[src/rtl/core/sse_pkg.sv]
// Shared constants for the shell sort engine.
`default_nettype none
package sse_pkg;
    // floor(g / 3) == (g * DIV3_RECIP) >> DIV3_SHIFT for every g below 512
    localparam int DIV3_RECIP = 171;
    localparam int DIV3_SHIFT = 9;
    localparam int DIV3_XW    = 8;
endpackage
`default_nettype wire

[src/rtl/core/sse_ram.sv]
// Element store: one write port, one read port, registered read data.
`default_nettype none
module sse_ram #(
    parameter int DEPTH      = 64,
    parameter int DATA_WIDTH = 32
) (
    input  wire logic                          clk,
    input  wire logic                          wr_en,
    input  wire logic [$clog2(DEPTH)-1:0]      wr_addr,
    input  wire logic [DATA_WIDTH-1:0]         wr_data,
    input  wire logic                          rd_en,
    input  wire logic [$clog2(DEPTH)-1:0]      rd_addr,
    output logic      [DATA_WIDTH-1:0]         rd_data
);
    logic [DATA_WIDTH-1:0] mem [DEPTH];

    always_ff @(posedge clk)
    begin
        if (wr_en)
        begin
            mem[wr_addr] <= wr_data;
        end
    end

    always_ff @(posedge clk)
    begin
        if (rd_en)
        begin
            rd_data <= mem[rd_addr];
        end
    end
endmodule
`default_nettype wire

[src/rtl/core/shell_sort_engine_top.sv]
// Shell sort engine top level: load, gapped insertion passes, sorted readout.
//
//  channel | dir | fields (tdata low bit up)              | tlast
//  s_*     | in  | value[DATA_WIDTH-1:0]                  | last_item
//  m_*     | out | sorted_value[DATA_WIDTH-1:0]           | last_out
//
// Load: one cycle per transfer; s_tready is high only while loading.
// Sort: the gap grows as 3g+1 until it reaches the item count, then each pass
// divides it by three and inserts every element: read it, then compare and shift
// one neighbour at a time, then write it into place, all bound by the single read and write port of the store.
// Readout: one result at a time, the next read waiting for m_tready to take it.
// Reset clears control and output registers; the store needs no clearing pass.
`default_nettype none
module shell_sort_engine_top
    import sse_pkg::*;
#(
    parameter int DEPTH      = 64,
    parameter int DATA_WIDTH = 32
) (
    input  wire logic                                 clk,
    input  wire logic                                 rst_n,
    input  wire logic                                 s_tvalid,
    output logic                                      s_tready,
    input  wire logic [((DATA_WIDTH+7)/8)*8-1:0]      s_tdata,  // value
    input  wire logic                                 s_tlast,  // last_item
    output logic                                      m_tvalid,
    input  wire logic                                 m_tready,
    output logic      [((DATA_WIDTH+7)/8)*8-1:0]      m_tdata,  // sorted_value
    output logic                                      m_tlast   // last_out
);
    localparam int TD_W   = ((DATA_WIDTH + 7) / 8) * 8;
    localparam int ADDR_W = $clog2(DEPTH);
    localparam int CNT_W  = $clog2(DEPTH + 1);
    localparam int GAP_W  = CNT_W + 2;
    localparam int PROD_W = GAP_W + DIV3_XW;

    typedef enum logic [3:0] {
        S_LOAD, S_GROW, S_DIV, S_START, S_HOLD, S_CMP, S_PLACE, S_OUT_RD, S_OUT_WAIT
    } state_t;

    state_t                 state_reg, state_next;
    logic [CNT_W-1:0]       cnt_reg, cnt_next;
    logic [CNT_W-1:0]       n_reg, n_next;
    logic [CNT_W-1:0]       i_reg, i_next;
    logic [CNT_W-1:0]       pos_reg, pos_next;
    logic [CNT_W-1:0]       k_reg, k_next;
    logic [GAP_W-1:0]       gap_reg, gap_next;
    logic [DATA_WIDTH-1:0]  held_reg, held_next;
    logic                   m_valid_reg, m_valid_next;
    logic                   m_last_reg, m_last_next;
    logic [DATA_WIDTH-1:0]  m_data_reg, m_data_next;

    logic                   wr_en, rd_en;
    logic [ADDR_W-1:0]      wr_addr, rd_addr;
    logic [DATA_WIDTH-1:0]  wr_data, rd_data;

    logic [GAP_W-1:0]       gap_grow, gap_third, pos_w, i_w, n_w, np_w;
    logic [PROD_W-1:0]      gap_prod;
    logic                   held_less;

    sse_ram #(
        .DEPTH      (DEPTH),
        .DATA_WIDTH (DATA_WIDTH)
    ) u_ram (
        .clk     (clk),
        .wr_en   (wr_en),
        .wr_addr (wr_addr),
        .wr_data (wr_data),
        .rd_en   (rd_en),
        .rd_addr (rd_addr),
        .rd_data (rd_data)
    );

    assign gap_grow  = GAP_W'(3) * gap_reg + GAP_W'(1);
    assign gap_prod  = PROD_W'(gap_reg) * PROD_W'(DIV3_RECIP);
    assign gap_third = GAP_W'(gap_prod >> DIV3_SHIFT);
    assign pos_w     = GAP_W'(pos_reg);
    assign i_w       = GAP_W'(i_reg);
    assign n_w       = GAP_W'(n_reg);
    assign np_w      = pos_w - gap_reg;
    assign held_less = $signed(held_reg) < $signed(rd_data);

    always_comb
    begin
        state_next   = state_reg;
        cnt_next     = cnt_reg;
        n_next       = n_reg;
        i_next       = i_reg;
        pos_next     = pos_reg;
        k_next       = k_reg;
        gap_next     = gap_reg;
        held_next    = held_reg;
        m_valid_next = m_valid_reg && !m_tready;
        m_last_next  = m_last_reg;
        m_data_next  = m_data_reg;
        wr_en        = 1'b0;
        wr_addr      = pos_reg[ADDR_W-1:0];
        wr_data      = held_reg;
        rd_en        = 1'b0;
        rd_addr      = i_reg[ADDR_W-1:0];

        case (state_reg)
            S_LOAD:
            begin
                wr_addr = cnt_reg[ADDR_W-1:0];
                wr_data = s_tdata[DATA_WIDTH-1:0];
                if (s_tvalid)
                begin
                    wr_en    = 1'b1;
                    cnt_next = cnt_reg + CNT_W'(1);
                    if (s_tlast || (cnt_reg == CNT_W'(DEPTH - 1)))
                    begin
                        n_next     = cnt_reg + CNT_W'(1);
                        gap_next   = GAP_W'(1);
                        state_next = S_GROW;
                    end
                end
            end
            S_GROW:
            begin
                gap_next = gap_grow;
                if (gap_grow >= n_w)
                begin
                    state_next = S_DIV;
                end
            end
            S_DIV:
            begin
                gap_next   = gap_third;
                i_next     = CNT_W'(gap_third);
                state_next = S_START;
            end
            S_START:
            begin
                if (i_reg >= n_reg)
                begin
                    if (gap_reg > GAP_W'(1))
                    begin
                        state_next = S_DIV;
                    end
                    else
                    begin
                        k_next     = '0;
                        state_next = S_OUT_RD;
                    end
                end
                else
                begin
                    rd_en      = 1'b1;
                    rd_addr    = i_reg[ADDR_W-1:0];
                    state_next = S_HOLD;
                end
            end
            S_HOLD:
            begin
                held_next = rd_data;
                pos_next  = i_reg;
                if (i_w >= gap_reg)
                begin
                    rd_en      = 1'b1;
                    rd_addr    = ADDR_W'(i_w - gap_reg);
                    state_next = S_CMP;
                end
                else
                begin
                    i_next     = i_reg + CNT_W'(1);
                    state_next = S_START;
                end
            end
            S_CMP:
            begin
                wr_en = 1'b1;
                if (held_less)
                begin
                    wr_data  = rd_data;
                    pos_next = CNT_W'(np_w);
                    if (np_w >= gap_reg)
                    begin
                        rd_en   = 1'b1;
                        rd_addr = ADDR_W'(np_w - gap_reg);
                    end
                    else
                    begin
                        state_next = S_PLACE;
                    end
                end
                else
                begin
                    i_next     = i_reg + CNT_W'(1);
                    state_next = S_START;
                end
            end
            S_PLACE:
            begin
                wr_en      = 1'b1;
                i_next     = i_reg + CNT_W'(1);
                state_next = S_START;
            end
            S_OUT_RD:
            begin
                if (!m_valid_reg)
                begin
                    rd_en      = 1'b1;
                    rd_addr    = k_reg[ADDR_W-1:0];
                    state_next = S_OUT_WAIT;
                end
            end
            S_OUT_WAIT:
            begin
                m_valid_next = 1'b1;
                m_data_next  = rd_data;
                m_last_next  = (k_reg + CNT_W'(1)) == n_reg;
                k_next       = k_reg + CNT_W'(1);
                if ((k_reg + CNT_W'(1)) == n_reg)
                begin
                    cnt_next   = '0;
                    state_next = S_LOAD;
                end
                else
                begin
                    state_next = S_OUT_RD;
                end
            end
            default:
            begin
                state_next = S_LOAD;
            end
        endcase
    end

    always_ff @(posedge clk or negedge rst_n)
    begin
        if (!rst_n)
        begin
            state_reg   <= S_LOAD;
            cnt_reg     <= '0;
            n_reg       <= '0;
            i_reg       <= '0;
            pos_reg     <= '0;
            k_reg       <= '0;
            gap_reg     <= '0;
            held_reg    <= '0;
            m_valid_reg <= 1'b0;
            m_last_reg  <= 1'b0;
            m_data_reg  <= '0;
        end
        else
        begin
            state_reg   <= state_next;
            cnt_reg     <= cnt_next;
            n_reg       <= n_next;
            i_reg       <= i_next;
            pos_reg     <= pos_next;
            k_reg       <= k_next;
            gap_reg     <= gap_next;
            held_reg    <= held_next;
            m_valid_reg <= m_valid_next;
            m_last_reg  <= m_last_next;
            m_data_reg  <= m_data_next;
        end
    end

    assign s_tready = (state_reg == S_LOAD);
    assign m_tvalid = m_valid_reg;
    assign m_tdata  = TD_W'(m_data_reg);
    assign m_tlast  = m_last_reg;

    a_cmp_pos: assert property (@(posedge clk) disable iff (!rst_n)
        (state_reg == S_CMP) |-> (pos_w >= gap_reg))
        else $error("compare with pos below gap");

    a_out_free: assert property (@(posedge clk) disable iff (!rst_n)
        (state_reg == S_OUT_WAIT) |-> !m_valid_reg)
        else $error("output register overwritten");

    a_out_hold: assert property (@(posedge clk) disable iff (!rst_n)
        (m_valid_reg && !m_tready)
            |=> (m_valid_reg && $stable(m_data_reg) && $stable(m_last_reg)))
        else $error("stalled result changed");

    a_gap_nz: assert property (@(posedge clk) disable iff (!rst_n)
        (state_reg == S_START || state_reg == S_HOLD || state_reg == S_CMP)
            |-> (gap_reg != '0))
        else $error("zero gap in pass");

    a_cnt_range: assert property (@(posedge clk) disable iff (!rst_n)
        (state_reg == S_LOAD) |-> (cnt_reg < CNT_W'(DEPTH)))
        else $error("load count overflow");
endmodule
`default_nettype wire

[config.mk]
export PLATFORM = sky130hd
export DESIGN_NAME = shell_sort_engine_top
export DESIGN_NICKNAME = d
export VERILOG_FILES = /design/src/rtl/core/sse_pkg.sv /design/src/rtl/core/sse_ram.sv /design/src/rtl/core/shell_sort_engine_top.sv
export SDC_FILE = /design/constraint.sdc
export NUM_CORES = 2
export LEC_CHECK = 0
export BUFFER_PORTS_ARGS = -buffer_cell sky130_fd_sc_hd__buf_2
export CORE_MARGIN = 8
export CORE_UTILIZATION = 65
export DETAILED_ROUTE_END_ITERATION = 8
export PLACE_DENSITY_LB_ADDON = 0.25
export SLEW_MARGIN = 20
export SYNTH_ARGS = -nofsm -noshare
export SYNTH_HDL_FRONTEND = slang
export SYNTH_HIERARCHICAL = 1
export SYNTH_SLANG_ARGS = --single-unit
[constraint.sdc]
create_clock -name clk -period 7.8 [get_ports clk]
set_clock_uncertainty 0.1 [all_clocks]
set_input_delay 1.56 -clock clk [delete_from_list [all_inputs] [get_ports clk]]
set_output_delay 1.56 -clock clk [all_outputs]
set_load 0.05 [all_outputs]
* Word-level counts from Yosys, hierarchy flattened *
Memories as Yosys holds them, arrays and structs flattened. A register that Yosys moved wholly into a read port is not among the register bits.
Cells that the tools add are included.

word-level totals
  memories kept = 1
  bits in writable memories = 2,048
  output and inout bits = 35
  bits of input ports = 37
  flip-flop bits (word level) = 114
  word-level logic and storage cells = 110

memories
  memory     words  width  rd ports  clocked after Yosys merged registers in  wr ports  RTL line       RTL
  u_ram.mem  64     32     1         1                                        1         sse_ram.sv:15  logic [DATA_WIDTH-1:0] mem [DEPTH];

cells by class
  multiply operators = 2
  mux-type cells = 44
  magnitude comparators = 6
  $add $sub $neg = 7
  reduce and logical (&&, ||, !) cells = 18
  eq/ne operators = 21

operators by type and width
  kind                                                 number
  one-hot mux 32 bit (2 select lines)                  1
  2-to-1 mux 7 bit                                     7
  one-hot mux 7 bit (2 select lines)                   3
  less-than comparator 32 bit                          1
  2-to-1 mux 32 bit                                    1
  one-hot mux 4 bit (8 select lines)                   1
  2-to-1 mux 6 bit                                     5
  2-to-1 mux 4 bit                                     7
  one-hot mux 7 bit (4 select lines)                   1
  one-hot mux 9 bit (3 select lines)                   1
  adder 7 x 1 -> 7 bit (second input constant)         3
  2-to-1 mux 9 bit                                     2
  != test 2 bit (second input constant)                9
  one-hot mux 6 bit (3 select lines)                   1
  multiplier 9 x 8 -> 17 bit (second input constant)   1
  == test 4 x 3 -> 1 bit (second input constant)       4
  AND reduction 3 bit                                  5
  subtractor 6 bit                                     2
  adder 9 x 1 -> 9 bit (second input constant)         1
  >= comparator 7 x 9 -> 1 bit                         1
  >= comparator 9 x 7 -> 1 bit                         1
  >= comparator 9 bit                                  1
  > comparator 9 x 1 -> 1 bit (second input constant)  1
  multiplier 2 x 9 -> 9 bit (first input constant)     1
  23 further kinds                                     37

* Logic depth before layout (Yosys ltp) *
  depth in word-level cells = 5
  gate-level depth with buffers = 27
  gate-level depth less buffers = 22

* Cells and area by module *
Netlist, hierarchy kept.

modules (own cells, without submodules)
  module                 seq. area each (um2)  area an instance (um2)  instances  cells each
  sse_ram                62,459.9              78,835.6                1          3,324
  shell_sort_engine_top  2,852.7               9,365.2                 1          1,114

* Worst setup path before layout *
Ideal clock, no wire load.

  path type = register to register
  from = register gap_reg[1]
  to = register u_ram.rd_data[13], read port of u_ram.mem (data pin)
  data required time = 7.444 ns
  arrival time = 4.985 ns
  slack = 2.458 ns
  path buffers = 3
  clock period less this slack = 5.342 ns
  library setup time = 0.256 ns
  cell stages (with the launch flop) = 24
  path through = dfrtp_1 inv_1 ha_1 nor2b_1 o21ai_0 a21boi_0 o21ai_0 nand2b_1 xor2_1 ha_1 and4_1 nand4_1 a31oi_1 o41ai_1 nor2_1 a31o_2 o221ai_1 buf_4 buf_6 buf_2 mux4_2 mux4_2 o22ai_1 nor2_1

on the way
  word-level cells in the longest chain between the ends = 5
  elaborated cells on any way between the ends = 13
  those cells by class = 3 x add/sub; 2 x order compare; 8 x mux

ends and longest elaborated chain
  element                               RTL line                      RTL
  start, declared                       shell_sort_engine_top.sv:47   logic [GAP_W-1:0] gap_reg, gap_next;
  start signal, assigned                shell_sort_engine_top.sv:255  gap_reg <= gap_next;
  subtractor 7 x 9 -> 9 bit             shell_sort_engine_top.sv:80   assign np_w = pos_w - gap_reg;
  >= comparator 9 bit                   shell_sort_engine_top.sv:177  if (np_w >= gap_reg)
  2-to-1 mux 6 bit                      shell_sort_engine_top.sv:177
  2-to-1 mux 6 bit                      shell_sort_engine_top.sv:173  if (held_less)
  one-hot mux 6 bit (3 select lines) *  shell_sort_engine_top.sv:102  case (state_reg)
  net rd_addr[0]                        shell_sort_engine_top.sv:54   logic [ADDR_W-1:0] wr_addr, rd_addr;
  end, declared                         sse_ram.sv:13                 output logic [DATA_WIDTH-1:0] rd_data

Mark *: on every way through the listed nets, which the timed path passes. The rest lies on a longest branch.
A chain may end at the register's enable or synchronous reset.

* Worst setup path after layout *
  from = register gap_reg[1]
  to = register u_ram.rd_data[7], read port of u_ram.mem (data pin)

Same word-level chain as after synthesis.

==> impl_metrics.ini <==
[power]
power_leakage_uw = 0.0231
powerDensity_nw_per_um2 = 227
ir_worst_vdd_mv = 0.183

[timing]
final-setup-viol-count = 0
fin_crit_ns = 7.23
tns_ns = 0
slew_viol_final = 0
rsz0062_at_grt = no
tightest_slew_ns = 1.22
timing_hold_violations_final = 0
finalCritPeriodShare = 0.927
timing.fmax_mhz = 138
relSlewSlack = 0.189

[route]
wire_per_inst_um = 37.4
firstDrtPassIters = 6
drtIter0Drc = 7609
drc = 0
drtAntennaViolNets = 0
viasPerCell = 7.26
wirelength_um = 248000
num_vias = 48100

[cells_and_area]
layout_commonest_cell = edfxtp_1
utilization = 0.729
fin_nets = 4866
regMostFlops = u_ram/mem
layout_common_cells = edfxtp_1, mux4_2, clkbuf_16, nand2_1, buf_4
drive_above_1_share = 0.250
fill_cells = 7397
area_growth_pct = 11.6
largest_reg_flops = 2048

[worst_setup_path]
rr_worst_depth = 24
worstPathMaxFanout = 36
start_kind = flip-flop
path_buf_inv = 4
cpMaxStageDelayCell = a21oi_1
crit_required_ns = 8.27
cp_top_family = compound AO/OA/AOI/OAI gates
cpPeakStageDelay_ns = 0.64
crit_arrival_ns = 7.70
critPathKind = reg2reg
path_cells = inv_1, ha_1, nor2b_1, o21ai_0, a21boi_0, o21ai_0, nand2b_1, xor2_1, ha_1, and4_1, nand4_1, a31oi_1, o41ai_1, nor2_1, a31o_2, o221ai_4, buf_12, buf_12, buf_12, mux4_2, o221ai_1, a21oi_1, a21oi_1, nor2_1
endpoint_kind = flip-flop
crit_cells = 24
crit_top_cell = buf_12

[clock_tree]
htreeDepth = 4
clk_pin_slew_ns = 0.06
clk_latency_ns = 0.85
post_cts_buffers = 0
post_cts_resize_count = 0
cts_buffer_depth = 3
root_buffer = clkbuf_16
cts_buffers = 200
postCtsHoldBufs = 0
tritoncts = yes
cts.sinks = 2194

[place]
place_hpwl_um = 138000
io_buffers = 71
place.gp.congestion = 0.890

[floorplanning]
start_util = 0.653
io_pins = 72
dieArea_um2 = 148000
die_x_um = 384
core-area_um2 = 135000
fp.dieH_um = 384
num_rows = 135

[logic_synthesis]
async_flop_share = 0.0520
ys_types = 77
syn_inst = 4438
syn_nets = 4620
synth_edf_count = 2080
synth_area_um2 = 88200
syn_area_per_cell_um2 = 19.9
yosys_warnings = 6
synth_flop_cell = edfxtp_1
ys_ff_latch = 2194
synth-seq-area-share = 0.740

[hold_path]
min_path_type = reg2reg
holdPathStages = 2

[run_status]
status = completed

[global_routing]
grt_usage = 0.336
antenna_found_initial = 9
grt_pass1_wl_um = 348000
grt_start_max_net_pins = 66
grt.overflow.total = 0
grt_pass1_vias = 48300

[job]
maxCapViolations = 0
-- metrics by stage --
stage	instance area (um2)	total power [uW]	setup slack [ns]	hold WS, ns	std cells
3_3_place_gp	92100	13000	0.716	0.355	6260
2_1_floorplan	88200	12900	2.46	0.356	4438
4_1_cts	98500	22400	0.644	0.378	6627
6_report	98500	22300	0.571	0.377	6629
5_1_grt	98500	22800	0.133	0.401	6628
3_5_place_dp	92100	13000	0.617	0.366	6262
-- kinds of logic (layout without fill, tap and decap cells) --
family,Yosys count,after routing,share of synthesized area
compound gates,515,515,0.0376
xor+xnor,33,33,0.00336
fa+ha+maj,145,145,0.0222
buf+inv,325,734,0.0163
flops,2194,2194,0.740
mux,650,650,0.151
other cells,0,1,0
simple gates,576,576,0.0290
-- synth_stat cells, types with 21 or more instances --
master    instances  area [um2]
buf_4            25         188
mux2i_1         100        1000
nand2_1         225         845
buf_1            21        78.8
o22ai_1          88         551
nor2b_1          25         156
o21ai_0         130         651
buf_2            64         320
nor3_1           22         110
clkbuf_1        104         390
o221ai_1         32         280
inv_1           104         390
mux4_2          544       12300
nand3_1          27         135
a22oi_1          47         353
dfrtp_1         114        2850
a21oi_1         108         541
ha_1            126        1580
nor2_1          192         721
edfxtp_1       2080       62500
-- final timing paths --
kind,from,end,slack [ns]
min in group asynchronous,rst_n,pos_reg[1],0.75
worst max-delay path,gap_reg[1],u_ram/rd_data[7],0.57
worst min register to register,m_tdata[14],m_tdata[14],0.38
worst max register to register,gap_reg[1],u_ram/rd_data[7],0.57
max in group asynchronous,rst_n,m_tdata[3],5.55
worst min-delay path,m_tdata[14],m_tdata[14],0.38
-- worst reg2reg max path, cell delays in order, from the launching register on --
cell,delay [ns]
dfrtp_1,0.62
inv_1,0.31
ha_1,0.34
nor2b_1,0.12
o21ai_0,0.19
a21boi_0,0.16
o21ai_0,0.19
nand2b_1,0.10
xor2_1,0.16
ha_1,0.31
and4_1,0.20
nand4_1,0.09
a31oi_1,0.08
o41ai_1,0.51
nor2_1,0.19
a31o_2,0.31
o221ai_4,0.20
buf_12,0.39
buf_12,0.36
buf_12,0.29
mux4_2,0.57
o221ai_1,0.22
a21oi_1,0.21
a21oi_1,0.65
nor2_1,0.10
-- area by class of cell --
class,instances,area [um2],area share
Timing Repair Buffer,265,2130,0.0217
Antenna cell,1,2.50,0.0000254
Multi-Input combinational cell,1919,22100,0.224
Sequential cell,2194,65300,0.663
Clock inverter,107,963,0.00978
Clock buffer,258,5380,0.0546
Inverter,104,390,0.00396
Tap cell,1781,2230,0.0226
-- routing by layer --
metal / vias up / GRT usage / part of all wire
met5: - / 0 / 0.00026
met1: 24500 / 0.440 / 0.33
met3: 789 / 0.102 / 0.15
li1: 18700 / - / -
met2: 4088 / 0.515 / 0.46
met4: 6 / 0.178 / 0.064
-- power breakdown --
| part | leakage [uW] | switching [uW] | internal, uW |
|---|---|---|---|
| logic | 0.00706 | 19.3 | 7.12 |
| clock network | 0.00309 | 4310 | 5300 |
| registers | 0.0129 | 0.0000000000000447 | 12700 |
Power figures use the tool's default switching activity.
